<file path="config.mk">
export PLATFORM = sky130hd
export DESIGN_NAME = periodic_task_dispatcher
export DESIGN_NICKNAME = d
export VERILOG_FILES = /design/src/rtl/core/pdt_pkg.sv /design/src/rtl/core/pdt_rem_unit.sv /design/src/rtl/core/periodic_task_dispatcher.sv
export SDC_FILE = /design/constraint.sdc
export NUM_CORES = 1
export LEC_CHECK = 0
export BUFFER_PORTS_ARGS = -buffer_cell sky130_fd_sc_hd__buf_4
export CAP_MARGIN = 20
export CORE_ASPECT_RATIO = 1.4
export CORE_MARGIN = 2
export CORE_UTILIZATION = 33
export DETAILED_ROUTE_END_ITERATION = 16
export PLACE_DENSITY = 0.49
export SLEW_MARGIN = 20
export SYNTH_ARGS = -nofsm -noshare
export SYNTH_HDL_FRONTEND = slang
export SYNTH_SLANG_ARGS = --single-unit
</file>
<file path="constraint.sdc">
create_clock -name clk -period 5.7 [get_ports clk]
set_input_delay 0.285 -clock clk [delete_from_list [all_inputs] [get_ports clk]]
set_output_delay 0.285 -clock clk [all_outputs]
set_load 0.05 [all_outputs]
</file>
<file path="src/rtl/core/pdt_pkg.sv">
`timescale 1ns / 1ps

package pdt_pkg;

	localparam int TASKS   = 8;
	localparam int IDX_W   = (TASKS > 1) ? $clog2(TASKS) : 1;
	localparam int MODE_W  = 3;
	localparam int SLOT_W  = 6;
	localparam int RANGE_W = SLOT_W + 1;
	localparam int PER_W   = 16;
	localparam int STAT_W  = 2;
	localparam int CNT_W   = $clog2(PER_W);

	localparam logic [MODE_W-1:0] MODE_TICK    = 3'd0;
	localparam logic [MODE_W-1:0] MODE_CREATE  = 3'd1;
	localparam logic [MODE_W-1:0] MODE_DELETE  = 3'd2;
	localparam logic [MODE_W-1:0] MODE_SUSPEND = 3'd3;
	localparam logic [MODE_W-1:0] MODE_RESUME  = 3'd4;

	localparam logic [STAT_W-1:0] ST_OK      = 2'd0;
	localparam logic [STAT_W-1:0] ST_REFUSED = 2'd1;
	localparam logic [STAT_W-1:0] ST_DUE     = 2'd2;
	localparam logic [STAT_W-1:0] ST_DONE    = 2'd3;

	typedef struct packed {
		logic done;
		logic zero;
	} rem_stat_t;

endpackage

</file>
<file path="src/rtl/core/pdt_rem_unit.sv">
`timescale 1ns / 1ps

module pdt_rem_unit (
	input  logic                       clk,
	input  logic                       arst_n,
	input  logic                       start,
	input  logic [pdt_pkg::PER_W-1:0]  dividend,
	input  logic [pdt_pkg::PER_W-1:0]  divisor,
	output pdt_pkg::rem_stat_t         stat
);

	logic [pdt_pkg::PER_W-1:0] rem_q;
	logic [pdt_pkg::PER_W-1:0] num_q;
	logic [pdt_pkg::PER_W-1:0] den_q;
	logic [pdt_pkg::CNT_W-1:0] cnt_q;
	logic                      run_q;
	logic                      done_q;
	logic [pdt_pkg::PER_W:0]   trial;
	logic [pdt_pkg::PER_W:0]   diff;
	logic                      fits;
	logic                      last_step;

	// one restoring step: bring down the next dividend bit, subtract if it fits
	assign trial     = {rem_q, num_q[pdt_pkg::PER_W-1]};
	assign diff      = trial - {1'b0, den_q};
	assign fits      = trial >= {1'b0, den_q};
	assign last_step = cnt_q == pdt_pkg::CNT_W'(pdt_pkg::PER_W - 1);

	always_ff @(posedge clk or negedge arst_n) begin
		if (!arst_n) begin
			run_q  <= 1'b0;
			done_q <= 1'b0;
			cnt_q  <= '0;
		end else begin
			done_q <= run_q && last_step;
			if (start) begin
				run_q <= 1'b1;
				cnt_q <= '0;
			end else if (run_q) begin
				cnt_q <= cnt_q + 1'b1;
				if (last_step) begin
					run_q <= 1'b0;
				end
			end
		end
	end

	always_ff @(posedge clk) begin
		if (start) begin
			rem_q <= '0;
			num_q <= dividend;
			den_q <= divisor;
		end else if (run_q) begin
			rem_q <= fits ? diff[pdt_pkg::PER_W-1:0] : trial[pdt_pkg::PER_W-1:0];
			num_q <= {num_q[pdt_pkg::PER_W-2:0], 1'b0};
		end
	end

	assign stat.done = done_q;
	assign stat.zero = rem_q == '0;

endmodule

</file>
<file path="src/rtl/core/periodic_task_dispatcher.sv">
`timescale 1ns / 1ps

// Priority-ordered table of TASKS periodic task slots with a wrapping 16-bit tick
// counter. Create, delete, suspend and resume answer with one item, as does any
// other mode, which is refused. A tick walks the slots from 0 upward: an empty,
// suspended or zero-period slot is skipped; any other slot runs a 16-step serial
// remainder of the tick count by its period and gets a due item if the remainder
// is zero. The closing item follows the walk. Input is taken only while no tick
// walk runs and the result register is free to take a new item.
module periodic_task_dispatcher (
	input  logic                        clk,
	input  logic                        arst_n,
	input  logic                        in_valid,
	output logic                        in_ready,
	input  logic [pdt_pkg::MODE_W-1:0]  mode,
	input  logic [pdt_pkg::SLOT_W-1:0]  slot,
	input  logic [pdt_pkg::PER_W-1:0]   period,
	output logic                        out_valid,
	input  logic                        out_ready,
	output logic [pdt_pkg::STAT_W-1:0]  status,
	output logic [pdt_pkg::SLOT_W-1:0]  task_res,
	output logic                        last
);

	typedef enum logic [4:0] {
		S_IDLE  = 5'b00001,
		S_CHECK = 5'b00010,
		S_DIV   = 5'b00100,
		S_EMIT  = 5'b01000,
		S_FIN   = 5'b10000
	} state_t;

	state_t                         state_q, state_d;
	logic [pdt_pkg::IDX_W-1:0]      idx_q, idx_d;
	logic [pdt_pkg::PER_W-1:0]      tick_q;
	logic [pdt_pkg::TASKS-1:0]      occ_q;
	logic [pdt_pkg::TASKS-1:0]      susp_q;
	logic [pdt_pkg::PER_W-1:0]      prd_q [pdt_pkg::TASKS];

	logic                           ovalid_q;
	logic [pdt_pkg::STAT_W-1:0]     ostat_q;
	logic [pdt_pkg::SLOT_W-1:0]     ores_q;
	logic                           olast_q;

	logic                           acc;
	logic                           out_free;
	logic                           is_tick;
	logic                           in_range;
	logic [pdt_pkg::IDX_W-1:0]      idx_in;
	logic [pdt_pkg::IDX_W-1:0]      rd_idx;
	logic                           occ_rd;
	logic                           susp_rd;
	logic [pdt_pkg::PER_W-1:0]      prd_rd;
	logic                           cmd_ok;
	logic                           due_cand;
	logic                           last_idx;
	logic                           rem_start;
	pdt_pkg::rem_stat_t             rem_stat;

	logic                           load_out;
	logic [pdt_pkg::STAT_W-1:0]     ld_stat;
	logic [pdt_pkg::SLOT_W-1:0]     ld_res;
	logic                           ld_last;

	assign out_free = !ovalid_q || out_ready;
	assign in_ready = (state_q == S_IDLE) && out_free;
	assign acc      = in_valid && in_ready;
	assign is_tick  = mode == pdt_pkg::MODE_TICK;
	assign in_range = {1'b0, slot} < pdt_pkg::RANGE_W'(pdt_pkg::TASKS);
	assign idx_in   = slot[pdt_pkg::IDX_W-1:0];

	// single table read port: the addressed slot when idle, the walk slot otherwise
	assign rd_idx  = (state_q == S_IDLE) ? idx_in : idx_q;
	assign occ_rd  = occ_q[rd_idx];
	assign susp_rd = susp_q[rd_idx];
	assign prd_rd  = prd_q[rd_idx];

	assign due_cand  = occ_rd && !susp_rd && (prd_rd != '0);
	assign last_idx  = idx_q == pdt_pkg::IDX_W'(pdt_pkg::TASKS - 1);
	assign rem_start = (state_q == S_CHECK) && due_cand;

	always_comb begin
		case (mode)
			pdt_pkg::MODE_CREATE:  cmd_ok = in_range && !occ_rd;
			pdt_pkg::MODE_DELETE,
			pdt_pkg::MODE_SUSPEND,
			pdt_pkg::MODE_RESUME:  cmd_ok = in_range;
			default:               cmd_ok = 1'b0;
		endcase
	end

	pdt_rem_unit u_rem (
		.clk      (clk),
		.arst_n   (arst_n),
		.start    (rem_start),
		.dividend (tick_q),
		.divisor  (prd_rd),
		.stat     (rem_stat)
	);

	always_comb begin
		state_d  = state_q;
		idx_d    = idx_q;
		load_out = 1'b0;
		ld_stat  = pdt_pkg::ST_OK;
		ld_res   = '0;
		ld_last  = 1'b0;
		case (state_q)
			S_IDLE: begin
				if (acc) begin
					if (is_tick) begin
						state_d = S_CHECK;
						idx_d   = '0;
					end else begin
						load_out = 1'b1;
						ld_stat  = cmd_ok ? pdt_pkg::ST_OK : pdt_pkg::ST_REFUSED;
						ld_res   = slot;
						ld_last  = 1'b1;
					end
				end
			end
			S_CHECK: begin
				if (due_cand) begin
					state_d = S_DIV;
				end else if (last_idx) begin
					state_d = S_FIN;
				end else begin
					idx_d = idx_q + 1'b1;
				end
			end
			S_DIV: begin
				if (rem_stat.done) begin
					if (rem_stat.zero) begin
						state_d = S_EMIT;
					end else if (last_idx) begin
						state_d = S_FIN;
					end else begin
						state_d = S_CHECK;
						idx_d   = idx_q + 1'b1;
					end
				end
			end
			S_EMIT: begin
				if (out_free) begin
					load_out = 1'b1;
					ld_stat  = pdt_pkg::ST_DUE;
					ld_res   = pdt_pkg::SLOT_W'(idx_q);
					if (last_idx) begin
						state_d = S_FIN;
					end else begin
						state_d = S_CHECK;
						idx_d   = idx_q + 1'b1;
					end
				end
			end
			S_FIN: begin
				if (out_free) begin
					load_out = 1'b1;
					ld_stat  = pdt_pkg::ST_DONE;
					ld_last  = 1'b1;
					state_d  = S_IDLE;
				end
			end
			default: begin
				state_d = S_IDLE;
			end
		endcase
	end

	always_ff @(posedge clk or negedge arst_n) begin
		if (!arst_n) begin
			state_q  <= S_IDLE;
			idx_q    <= '0;
			tick_q   <= '0;
			occ_q    <= '0;
			susp_q   <= '0;
			ovalid_q <= 1'b0;
		end else begin
			state_q <= state_d;
			idx_q   <= idx_d;
			if (acc && is_tick) begin
				tick_q <= tick_q + 1'b1;
			end
			if (acc && !is_tick && cmd_ok) begin
				case (mode)
					pdt_pkg::MODE_CREATE:  occ_q[idx_in]  <= 1'b1;
					pdt_pkg::MODE_DELETE:  occ_q[idx_in]  <= 1'b0;
					pdt_pkg::MODE_SUSPEND: susp_q[idx_in] <= 1'b1;
					pdt_pkg::MODE_RESUME:  susp_q[idx_in] <= 1'b0;
					default:               ;
				endcase
			end
			if (load_out) begin
				ovalid_q <= 1'b1;
			end else if (out_ready) begin
				ovalid_q <= 1'b0;
			end
		end
	end

	always_ff @(posedge clk) begin
		if (acc && cmd_ok && (mode == pdt_pkg::MODE_CREATE)) begin
			prd_q[idx_in] <= period;
		end
		if (load_out) begin
			ostat_q <= ld_stat;
			ores_q  <= ld_res;
			olast_q <= ld_last;
		end
	end

	assign out_valid = ovalid_q;
	assign status    = ostat_q;
	assign task_res  = ores_q;
	assign last      = olast_q;

`ifndef SYNTHESIS
	a_tick_walk_start: assert property (@(posedge clk) disable iff (!arst_n)
		(acc && is_tick) |=> (state_q == S_CHECK && idx_q == '0))
		else $error("tick walk did not start at slot zero");

	a_rem_done_in_div: assert property (@(posedge clk) disable iff (!arst_n)
		rem_stat.done |-> (state_q == S_DIV))
		else $error("remainder finished outside its wait state");

	a_emit_nonzero_period: assert property (@(posedge clk) disable iff (!arst_n)
		(state_q == S_EMIT) |-> (prd_rd != '0 && occ_rd && !susp_rd))
		else $error("due item for a slot that cannot fire");

	a_done_is_last: assert property (@(posedge clk) disable iff (!arst_n)
		(out_valid && status == pdt_pkg::ST_DONE) |-> (last && task_res == '0))
		else $error("closing item malformed");

	a_no_load_when_busy: assert property (@(posedge clk) disable iff (!arst_n)
		load_out |-> out_free)
		else $error("result item overwritten before it was taken");
`endif

endmodule

</file>
Word level (Yosys, flattened, before mapping)
Memories as Yosys holds them, arrays and structs flattened.
Cells that the tools add are included.
{"block": "classes", "reduce_logical": 32, "n_eq_ne": 19, "n_mux": 55, "magnitude_cmp": 5, "n_bitwise": 5, "addsub": 4}
{"cell": "2-to-1 mux 16 bit", "count": 3}
{"cell": "2-to-1 mux 5 bit", "count": 9}
{"cell": "case mux 8 bit (2 select lines)", "count": 2}
{"cell": "2-to-1 mux 3 bit", "count": 9}
{"cell": "case mux 5 bit (5 select lines)", "count": 1}
{"cell": "greater-or-equal comparator 17 x 16 -> 1 bit", "count": 1}
{"cell": "adder 16 x 1 -> 16 bit (second input constant)", "count": 1}
{"cell": "AND 8 bit", "count": 2}
{"cell": "logical NOT 16 bit", "count": 1}
{"cell": "2-to-1 mux 1 bit", "count": 16}
{"cell": "OR 8 bit", "count": 2}
{"cell": "nonzero test 16 bit", "count": 1}
{"cell": "subtractor 16 bit", "count": 1}
{"cell": "logical AND 1 bit", "count": 13}
{"cell": "2-to-1 mux 6 bit", "count": 2}
{"cell": "inequality test 2 bit (second input constant)", "count": 6}
{"cell": "case mux 3 bit (4 select lines)", "count": 1}
{"cell": "case mux 6 bit (2 select lines)", "count": 1}
{"cell": "less-than comparator 3 x 4 -> 1 bit (second input constant)", "count": 2}
{"cell": "2-to-1 mux 4 bit", "count": 2}
{"cell": "inverter 8 bit", "count": 1}
{"cell": "nonzero test 2 bit", "count": 4}
{"cell": "AND reduction 7 bit", "count": 1}
{"cell": "binary-select mux 1 bit (select 3 bit)", "count": 2}
{"cell": "other kinds (27)", "count": 36}
{"block": "totals", "output_inout_bits": 11, "regBits": 104, "mem_count": 1, "mem_bits_rw": 128, "word_cells": 136}
{"name": "prd_q", "words": 8, "word_bits": 16, "read_ports": 1, "rd_ports_with_merged_regs": 0, "write_ports": 1, "line": "periodic_task_dispatcher.sv:38", "source": "logic [pdt_pkg::PER_W-1:0] prd_q [pdt_pkg::TASKS];"}

Longest topological paths before layout
Gate-level depths: netlist of the first run.
{"block": "depth", "word_depth": 11, "mapped_depth": 14, "depth_no_buf": 12}

By module
Synthesis of the first run repeated with hierarchy kept, for this count alone.
{"block": "unflattened", "hier_cells": 821, "hier_area_um2": 10605.2}
{"module": "periodic_task_dispatcher", "cells_each": 548, "area_per_inst_um2": 7691.1, "seq_area_each_um2": 5141.2, "instances": 1}
{"module": "pdt_rem_unit", "cells_each": 273, "area_per_inst_um2": 2914.0, "seq_area_each_um2": 1431.4, "instances": 1}

Worst setup path after synthesis of the first run
Ideal clock, no wire load.
{"block": "synth_path", "kind": "register to register", "start": "reg state_q[4]", "end": "mem prd_q[0][0] in the netlist's numbering (enable)", "arrival_ns": 4.151, "synth_period_minus_slack_ns": 4.581, "setup_slack_ns": 1.119, "stages_incl_launch_ff": 12, "cell_sequence": "dfrtp_1 -> or3_1 -> buf_6 -> o21ai_4 -> and2_1 -> buf_6 -> buf_8 -> mux4_2 -> mux2i_1 -> and3b_1 -> nand2_1 -> nor4_1"}
{"block": "synth_via", "elab_chain_cells": 11}
{"element": "start: declaration", "line": "periodic_task_dispatcher.sv:33", "source": "state_t state_q, state_d;"}
{"element": "start signal: assignment", "line": "periodic_task_dispatcher.sv:179", "source": "state_q <= state_d;"}
{"element": "== test 5 x 1 -> 1 bit *", "line": "periodic_task_dispatcher.sv:66, periodic_task_dispatcher.sv:73"}
{"element": "2-to-1 mux 3 bit", "line": "periodic_task_dispatcher.sv:73", "source": "assign rd_idx = (state_q == S_IDLE) ? idx_in : idx_q;"}
{"element": "binary-select mux 1 bit (select 3 bit)", "line": "periodic_task_dispatcher.sv:74", "source": "assign occ_rd = occ_q[rd_idx];"}
{"element": "2-to-1 mux 1 bit (implied by the code)", "line": "periodic_task_dispatcher.sv:74"}
{"element": "logical NOT 1 bit", "line": "periodic_task_dispatcher.sv:84", "source": "pdt_pkg::MODE_CREATE: cmd_ok = in_range && !occ_rd;"}
{"element": "logical AND 1 bit", "line": "periodic_task_dispatcher.sv:84"}
{"element": "case mux 1 bit (2 select lines)", "line": "periodic_task_dispatcher.sv:83", "source": "case (mode)"}
{"element": "logical AND 1 bit * (2 in series)", "line": "periodic_task_dispatcher.sv:202", "source": "if (acc && cmd_ok && (mode == pdt_pkg::MODE_CREATE)) begin"}
{"element": "2-to-1 mux 1 bit *", "line": "periodic_task_dispatcher.sv:202"}
{"element": "2-to-1 mux 1 bit (implied by the code) *", "line": "periodic_task_dispatcher.sv:203", "source": "prd_q[idx_in] <= period;"}
{"element": "end: declaration", "line": "periodic_task_dispatcher.sv:38"}
Mark *: on every way between the ends. The rest lies on a longest branch, timed or not. The select of a mux whose other input is x is not followed.

Final worst setup path of the first run
{"block": "layout_path", "start": "reg state_q[4]", "end": "mem prd_q[7][13] in the netlist's numbering (enable)"}
Same word-level chain as after synthesis.

==> impl_metrics.tcl, run 1 <==
set metrics [dict create \
    slew_headroom_pct 40.12 \
    fin_skew_ns 0.01422 \
    io_pins 40 \
    h-tree-depth 1 \
    cp.depth 10 \
    hold_class "in2reg" \
    numPortBuffers 39 \
    async_flop_share_pct 20.26 \
    cp_max_fo 35 \
    syn_to_final_growth_pct 14.60 \
    critPathLaunchType "flop" \
    die_area_um2 36140 \
    yosysTopAreaCell "edfxtp_1" \
    slew_viol_final 0 \
    path_class "reg2reg" \
    synth_warnings 0 \
    postRouteAntennaNets 0 \
    routed_wl_mm 28.87 \
    cts_buffer_depth 3 \
    cp_common_cell "buf_4" \
    startpoint "state_q[4]$_DFFE_PN0P_" \
    peakVddDrop_v 0.0002340 \
    start_util_pct 33.46 \
    drt_pass1_iterations 5 \
    wl_per_cell_um 19.09 \
    r2r_start "state_q[4]$_DFFE_PN0P_" \
    fin_cells 1512 \
    grt_max_degree 48 \
    dp_hpwl_mm 19.99 \
    antenna_found_initial 3 \
    critPathMaxStageDelay_ns 0.70 \
    netlist.area_leader.share_pct 44.43 \
    critPathRequiredTime_ns 5.92 \
    fmax_ghz 0.2194 \
    clock_latency_ns 0.53 \
    rr_endpoint "prd_q[7][13]$_DFFE_PP_" \
    cts_buffers 25 \
    path_clk_slew_ns 0.06 \
    maxCapViolations 0 \
    layout-drive-gt1-share_pct 15.47 \
    vias_per_cell 5.168 \
    synth.distinct_cells 69 \
    grt_pass1_vias 7993 \
    yosysSeqAreaShare_pct 57.54 \
    status "complete, no violations" \
    cts_sinks 232 \
    vias 7814 \
    syn-num-nets 1048 \
    ys.flop_type "edfxtp_1" \
    grt_overflow 0 \
    grt_pass1_wl_mm 45.64 \
    globalplace.congestion 0.8253 \
    synthTopCellsByCount "edfxtp_1, nand2_1, nor2_1" \
    whs_ns 0.01420 \
    synth_edf_count 169 \
    worst_pin_slew_ns 0.8973 \
    netlist_area_um2 11420 \
    critical-path-top-delay-family "simple AND/OR/NAND/NOR gates" \
    die_w_um 161.2 \
    r2r_cells 10 \
    post-route-drc-count 0 \
    slowest_stage "and2_2" \
    ctsResizeCount 0 \
    synthCells 998 \
    crit_chain "or3_1 > buf_4 > o21ai_4 > and2_2 > mux4_2 > mux2i_1 > and3b_1 > nand2_1 > nor2_2 > buf_4" \
    dpl.cell_count 1457 \
    end_kind "flop" \
    p_per_area_nw_per_um2 349.8 \
    synth.most_common_cell "edfxtp_1" \
    core_um2 34130 \
    grtUsageTotal_pct 16.28 \
    fp-row-count 80 \
    regToRegSetupSlack_ns 1.14 \
    cts_tree "built" \
    post-route-period-util_pct 79.96 \
    finalHoldViolations 0 \
    cts_root_buf "clkbuf_16" \
    critical_path_buf_inv_count 2 \
    syn_area_per_cell_um2 11.45 \
    min_period_ns 4.558 \
    ys_top_cells_by_area "edfxtp_1, dfrtp_1, nand2_1" \
    die_h_um 224.1 \
    layout.nets 1092 \
    ys_ff_latch 232 \
    crit_path_end "prd_q[7][13]$_DFFE_PP_" \
    rsz0062_at_grt "false" \
    finalSetupViolations 0 \
    total_leakage_power_nw 4.867 \
    critPathArrivalTime_ns 4.77 \
    drt-initial-drc-count 454 \
    setup-tns-final_ns 0 \
]
layout by cell type (no fill, tap or decap), types with 9 or more instances in the layout:
cell type,netlist,final
o21ai_0,31,30
edfxtp_1,169,169
a31oi_1,12,12
dfxtp_1,16,16
buf_4,2,61
nand2_1,139,139
or3_1,9,9
a211oi_1,16,16
a21oi_1,39,39
ha_1,20,20
a311oi_1,21,21
a21o_1,11,11
xnor2_1,22,22
dlygate4sd3_1,0,9
nor2b_1,9,9
inv_1,30,30
a211oi_2,11,11
nor3_1,10,10
nand3_1,52,52
dfrtp_1,46,46
clkbuf_16,0,25
mux2_4,15,15
nand4_1,10,10
nor2_1,76,70
mux2i_1,30,28
nand2b_1,35,35
nor4_1,23,22
mux2_2,10,10
through the flow:
step / instance area, µm² / setup slack [ns] / utilization [%] / total power [mW]
floorplan: 11420 / 1.119 / - / 2.720
global placement: 12210 / 1.161 / 35.77 / 3.047
detailed placement: 12210 / 1.190 / 35.77 / 3.048
CTS: 13090 / 1.153 / 38.34 / 4.640
global route: 13090 / 0.9588 / 38.34 / 4.811
finish: 13090 / 1.142 / 38.35 / 4.579
timing repair:
| item | in CTS | in global routing |
|---|---|---|
| hold buffers | 9 | 0 |
| buffers inserted | 0 | 0 |
| endpoints found under the hold margin | 104 | 0 |
worst reg2reg max path, cell delays in order (launching register included):
cell and delay, ns:
dfrtp_1 0.43, or3_1 0.39, buf_4 0.23, o21ai_4 0.22
and2_2 0.70, mux4_2 0.61, mux2i_1 0.44, and3b_1 0.28
nand2_1 0.26, nor2_2 0.36, buf_4 0.32
kinds of logic after synthesis:
kind of cell	Yosys count	share of synthesized area [%]
compound gates	176	11.23
xor+xnor	30	2.300
fa+ha+maj	21	2.366
buf+inv	83	3.429
flops	232	57.54
mux	62	6.671
simple gates	394	16.46
routing by layer:
metal  part of all wire (%)  GRT usage, %  routed length, µm  vias to the layer above
li1                       -             -                  -                     3770
met1                     40         18.87              11670                     3853
met2                     53         30.20              15290                      139
met3                    3.1         2.074                904                       50
met4                    3.4         6.538                993                        2
met5                  0.045             0                 13                        -
area by class of cell:
cell class                      count  area [µm²]
Inverter                           30       112.6
Clock buffer                       32       681.9
Fill cell                        3303       21040
Tap cell                          451       564.3
Clock inverter                     13       106.4
Timing Repair Buffer               70       548.0
Antenna cell                        1       2.502
Multi-Input combinational cell    683        4502
Sequential cell                   232        6573
registers in the layout, indices dropped and copies added (netlist names), named ones only:
register	count
idx_q	3
last	1
out_valid	1
prd_q	128
state_q	5
status	2
task_res	6
tick_q	16
u_rem.cnt_q	4
u_rem.den_q	16
u_rem.done_q	1
u_rem.num_q	16
u_rem.rem_q	16
u_rem.run_q	1
worst min path at each step:
stage	to	startpoint	slack, ns	cells after the start
after floorplan	asynchronous set/reset pin	arst_n	-0.01	0
after global placement	tick_q[8]$_DFFE_PN0P_	arst_n	0.36	1
after detailed placement	tick_q[8]$_DFFE_PN0P_	arst_n	0.37	1
after CTS	prd_q[7][0]$_DFFE_PP_	period[0]	0.00009	1
after global routing	prd_q[2][3]$_DFFE_PP_	period[3]	0.01	1
final	prd_q[2][3]$_DFFE_PP_	period[3]	0.01	1
report_power, final:
group	switching (mW)	internal, mW	leakage, nW
Combinational	0.688	0.365	2.21
Clock	0.679	0.894	0.380
Sequential	0.0565	1.90	2.27
Total	1.42	3.16	4.87
Note: power is estimated with default switching activity, not from simulation.
==> run 2, diff against run 1 <==
- ABC_AREA: not set -> 1
- clock period: 5.7 -> 4.4 ns (I/O delays scaled with it)
==> run 2 against run 1 <==
  * Hold slack better by 0.027 ns
  * Sequential cell count unchanged
  * Synthesized cell count increased by 25%
  * Sequential share of layout area decreased by 0.14 points
  * Sequential power is 49% higher
  * Non-clock buffer count is 7 higher
  * Clock skew is 0.0014 ns lower
  * Global-route usage down 0.074 points
  * Highest routed layer unchanged
  * Count of clock-buffer cells in the layout decreased by 2
==> impl_metrics.tcl, run 2 <==
set metrics [dict create \
    clock_latency_ns 0.53 \
    core_um2 33930 \
    cts_buffer_depth 3 \
    critical_path_buf_inv_count 3 \
    final_cell_mix "nand2_1, inv_1, edfxtp_1" \
    worst_pin_slew_ns 0.9473 \
    total_leakage_power_nw 6.001 \
    fin_util_pct 38.69 \
    largest_reg_flops 128 \
    crit_chain "inv_1 > nor2_2 > nand3_2 > nand2_1 > nand2_2 > buf_4 > o21ai_0 > o21ai_1 > o22ai_1 > nand3_1 > nand2_1 > nand3_1 > buf_4 > nor2_2" \
    syn_to_final_growth_pct 15.99 \
    final_common_cell "nand2_1" \
    cts_tree "built" \
    synth_warnings 0 \
    cts_sinks 232 \
    synthCells 1246 \
    h-tree-depth 1 \
    grt_max_degree 71 \
    setup-tns-final_ns 0 \
    synth.most_common_cell "nand2_1" \
    postRouteAntennaNets 0 \
    finalHoldViolations 0 \
    globalplace.congestion 0.8094 \
    worst_slack_ns 0.4923 \
    netlist_area_um2 11320 \
    regMostFlops "prd_q" \
    peakVddDrop_v 0.0003336 \
    end_kind "flop" \
    grtUsageTotal_pct 16.20 \
    synthTopCellsByCount "nand2_1, inv_1, edfxtp_1" \
    die_area_um2 35820 \
    fin_skew_ns 0.01279 \
    rsz0062_at_grt "false" \
    critical-path-top-delay-family "simple AND/OR/NAND/NOR gates" \
    routed_wl_mm 28.79 \
    ys_ff_latch 232 \
    fmax_ghz 0.2559 \
    cp_max_fo 70 \
    path_clk_slew_ns 0.06 \
    drt-initial-drc-count 374 \
    critPathMaxStageDelay_ns 0.72 \
    post-route-period-util_pct 88.81 \
    fp-row-count 80 \
    whs_ns 0.04093 \
    status "complete, no violations" \
    post-route-drc-count 0 \
    maxCapViolations 0 \
    slowest_stage "nor2_2" \
    numPortBuffers 39 \
    wl_per_cell_um 16.21 \
    start_util_pct 33.36 \
    min_period_ns 3.908 \
    vias_per_cell 4.607 \
    startpoint "state_q[0]$_DFFE_PN1P_" \
    slew_viol_final 0 \
    hold_class "in2reg" \
    async_flop_share_pct 20.26 \
    layout-drive-gt1-share_pct 9.509 \
    yosysSeqAreaShare_pct 58.07 \
    ys.flop_type "edfxtp_1" \
    antenna_found_initial 1 \
    finalSetupViolations 0 \
    io_pins 40 \
    slew_headroom_pct 36.78 \
    synth.distinct_cells 42 \
    r2r_start "state_q[0]$_DFFE_PN1P_" \
    n_antenna_cell 0 \
    cts_root_buf "clkbuf_16" \
    hold_path_startpoint "slot[4]" \
    dp_hpwl_mm 20.01 \
    drt_pass1_iterations 5 \
    ys_top_cells_by_area "edfxtp_1, nand2_1, dfrtp_1" \
    p_per_area_nw_per_um2 647.9 \
    synth_edf_count 169 \
    syn_area_per_cell_um2 9.084 \
    critPathLaunchType "flop" \
    dp_slack_ns 0.4097 \
    critPathArrivalTime_ns 4.05 \
    grt_overflow 0 \
    vias 8182 \
    yosysTopAreaCell "edfxtp_1" \
    die_h_um 223.1 \
    die_w_um 160.5 \
    critPathRequiredTime_ns 4.55 \
    power_mw 8.506 \
    postCtsSetupRepairBufs 0 \
    layout.nets 1359 \
    path_class "reg2reg" \
    ctsResizeCount 0 \
    grt_pass1_vias 8017 \
    netlist.area_leader.share_pct 44.84 \
    cts_buffers 25 \
    grt_pass1_wl_mm 45.13 \
    syn-num-nets 1296 \
]
-- run 2: layout make-up --
type                       instances  area, µm²
fill                            3399      20810
sequential                       232       6573
multi-input combinational        760       3736
inverter                         213      799.5
clock buffer                      30      674.4
timing repair buffer              77      638.1
tap                              451      564.3
clock inverter                    13      142.6
-- run 2: what timing repair did --
| item | CTS | global route |
|---|---|---|
| endpoints found under the setup margin | 0 | 0 |
| hold endpoints to repair | 173 | 0 |
| hold buffers | 19 | 0 |
-- run 2: final timing paths --
path / slack (ns) / depth (start not counted) / end
min: 0.04 / 3 / task_res[4]$_DFFE_PP_
max reg2reg: 0.49 / 14 / prd_q[2][14]$_DFFE_PP_
max in group asynchronous: 3.71 / 2 / asynchronous set/reset pin
min in group asynchronous: 0.26 / 2 / tick_q[9]$_DFFE_PN0P_
max: 0.49 / 14 / prd_q[2][14]$_DFFE_PP_
min reg2reg: 0.47 / 2 / flop
-- run 2: tightest hold or removal path: stages --
cell,delay [ns]
buf_4,0.08
nand2_1,0.04
nor2_1,0.10
-- run 2: cells by family after synthesis --
| family | after synthesis | share of synthesized area (%) |
|---|---|---|
| and+or+nand+nor | 610 | 23.14 |
| buffers and inverters | 254 | 9.120 |
| DFF | 232 | 58.07 |
| AOI/OAI and AO/OA | 100 | 5.041 |
| xor gates and xnor gates | 29 | 2.244 |
| adders and majority gates | 21 | 2.388 |
-- run 2: routing by layer --
metal | vias up | routed length [µm] | GRT usage, %
li1 | 4147 | - | -
met1 | 3842 | 11700 | 18.94
met2 | 145 | 15010 | 29.81
met3 | 46 | 1201 | 2.566
met4 | 2 | 867 | 5.841
met5 | - | 13 | 0
-- run 2: report_power, final --
group / switching (mW) / total, mW / internal [mW]
clock network: 0.857 / 2.12 / 1.26
registers: 0.182 / 2.91 / 2.73
logic: 2.36 / 3.48 / 1.12
-- run 2: stage by stage --
step,cell area [µm²],cells
global route,13130,1776
floorplan,11320,1246
detailed placement,12110,1713
global placement,12110,1713
finish,13130,1776
CTS,13120,1775
==> run 3, diff against run 2 <==
- CORE_MARGIN: 2 -> 5
- PLACE_DENSITY: 0.49 -> 0.48
- clock period: 4.4 -> 5 ns (I/O delays scaled with it)
==> run 3 against run 2 <==
  * Worst setup slack better by 0.64 ns
  * Routed wire length is 2.7% lower
  * Clock skew is 0.0023 ns higher
  * Sequential power down 12%
  * Largest cell class unchanged
  * Largest power group unchanged
  * Highest routed layer unchanged
==> impl_metrics.tcl, run 3 (same netlist as run 2, synthesis figures left out) <==
set metrics [dict create \
    status "complete, no violations" \
    postCtsSetupRepairBufs 0 \
    layout-drive-gt1-share_pct 10.02 \
    setup-tns-final_ns 0 \
    grt_most_used_layer "met2" \
    routed_wl_mm 28.01 \
    combPwrFrac_pct 39.2 \
    grt_overflow 0 \
    post-route-drc-count 0 \
    slew_headroom_pct 38.49 \
    p_per_area_nw_per_um2 585.7 \
    grtUsageTotal_pct 14.43 \
    power_frac_seq_pct 33.0 \
    core_um2 34030 \
    die_w_um 166.5 \
    rsz0062_at_grt "false" \
    antenna_found_initial 1 \
    slew_viol_final 0 \
    layout.nets 1358 \
    grt_pass1_vias 7943 \
    finalHoldViolations 0 \
    worst_pin_slew_ns 0.9203 \
    regMostFlops "prd_q" \
    syn_to_final_growth_pct 17.17 \
    grt_max_degree 48 \
    grt_pass1_wl_mm 44.07 \
    whs_ns 0.03624 \
    drt_pass1_iterations 5 \
    final_common_cell "nand2_1" \
    total_leakage_power_nw 6.059 \
    gr-usage-met1_pct 17.78 \
    switching_share_pct 38.94 \
    hold_class "in2reg" \
    power_frac_clock_pct 27.8 \
    final_cell_mix "nand2_1, inv_1, edfxtp_1" \
    fp-row-count 80 \
    hold_depth 3 \
    dp_hpwl_mm 19.22 \
    io_pins 40 \
    drt-initial-drc-count 365 \
    fmax_ghz 0.2587 \
    numPortBuffers 39 \
    die_area_um2 38150 \
    min_period_ns 3.865 \
    vias_per_cell 4.564 \
    ctsResizeCount 0 \
    grtUsageMet2_pct 25.83 \
    n_antenna_cell 0 \
    cts_root_buf "clkbuf_16" \
    r2r_cells 18 \
    maxCapViolations 0 \
    finalSetupViolations 0 \
    critPathArrivalTime_ns 4.32 \
    h-tree-depth 1 \
    start_util_pct 33.26 \
    end_kind "flop" \
    cts_buffers 26 \
    cts_buffer_depth 3 \
    grtUsageMet3_pct 2.156 \
    globalplace.congestion 0.8254 \
    die_h_um 229.1 \
    internal-power_mw 4.743 \
    postRouteAntennaNets 0 \
    cts_sinks 232 \
    fin_skew_ns 0.01509 \
    critPathLaunchType "flop" \
    cp_max_fo 45 \
    path_clk_slew_ns 0.06 \
    peakVddDrop_v 0.0002902 \
    clock_latency_ns 0.55 \
    p_sw_mw 3.025 \
    critPathRequiredTime_ns 5.46 \
    vias 8120 \
    post-route-period-util_pct 77.30 \
    wl_per_cell_um 15.74 \
    path_class "reg2reg" \
    largest_reg_flops 128 \
    fill_cells 3423 \
    cts_tree "built" \
]
==> run 3: cell count changes in the layout (fill, tap and decap cells not counted), moves of 2 or more <==
cell / delta
dlygate4sd3_1: -2
clkinvlp_4: +2
clkbuf_16: +3
bufinv_16: +3
==> run 3: through the flow <==
| stage | setup slack, ns | instances | utilization (%) | instance area, µm² | total power, mW |
|---|---|---|---|---|---|
| after CTS | 1.050 | 1779 | 38.96 | 13260 | 7.896 |
| after global routing | 0.6853 | 1779 | 38.97 | 13260 | 8.362 |
| final | 1.135 | 1779 | 38.97 | 13260 | 7.768 |
| after global placement | 1.065 | 1714 | 35.58 | 12110 | 5.679 |
| after floorplan | 1.886 | 1246 | - | 11320 | 4.847 |
| after detailed placement | 1.074 | 1714 | 35.58 | 12110 | 5.687 |
==> run 3: final timing paths <==
kind,start,to,slack [ns]
max,state_q[0]$_DFFE_PN1P_,idx_q[2]$_DFFE_PN0P_,1.13
min,slot[5],task_res[5]$_DFFE_PP_,0.04
max reg2reg,state_q[0]$_DFFE_PN1P_,idx_q[2]$_DFFE_PN0P_,1.13
min reg2reg,tick_q[15]$_DFFE_PN0P_,tick_q[15]$_DFFE_PN0P_,0.48
max in group asynchronous,arst_n,asynchronous set/reset pin,4.30
min in group asynchronous,arst_n,tick_q[9]$_DFFE_PN0P_,0.26
==> run 3: final cells by class <==
| type | instances | area [µm²] | share of cell area (%) |
|---|---|---|---|
| tap | 451 | 564.3 | 4.255 |
| timing repair buffer | 75 | 605.6 | 4.566 |
| clock inverter | 15 | 230.2 | 1.736 |
| inverter | 213 | 799.5 | 6.029 |
| clock buffer | 33 | 749.5 | 5.651 |
| multi-input combinational | 760 | 3740 | 28.20 |
| sequential | 232 | 6573 | 49.56 |
==> run 3: power by group through the flow <==
stage | clock, mW | combinational (mW) | sequential (mW)
finish | 2.16 | 3.05 | 2.56
global placement | 0 | 3.07 | 2.61
global route | 2.30 | 3.47 | 2.59
CTS | 2.23 | 3.10 | 2.57
detailed placement | 0 | 3.08 | 2.60
floorplan | 0 | 2.23 | 2.62
==> run 3: timing repair <==
action | 4_1_cts | 5_1_grt
endpoints found under the hold margin | 174 | 0
endpoints found under the setup margin | 0 | 0
hold buffers | 17 | 0
==> run 3: critical path: stages, from the launching register on <==
cell and delay (ns):
dfstp_2 0.54, inv_1 0.06, nor2_2 0.13, nand3_2 0.33, nand2_1 0.23, nand2_2 0.39, buf_4 0.37, nand2_1 0.08
nand3_1 0.08, nand3_1 0.08, nand2_1 0.09, nor2_1 0.11, nand2_1 0.06, nor2_1 0.11, nand2_1 0.11, nand3_2 0.13
buf_4 0.42, nand2_1 0.23, o21ai_0 0.23
==> run 3: per-layer routing <==
layer | routed length [µm] | share of wire (%)
met5 | 13 | 0.046
met4 | 616 | 2.2
met3 | 920 | 3.3
met2 | 14290 | 51
met1 | 12170 | 43
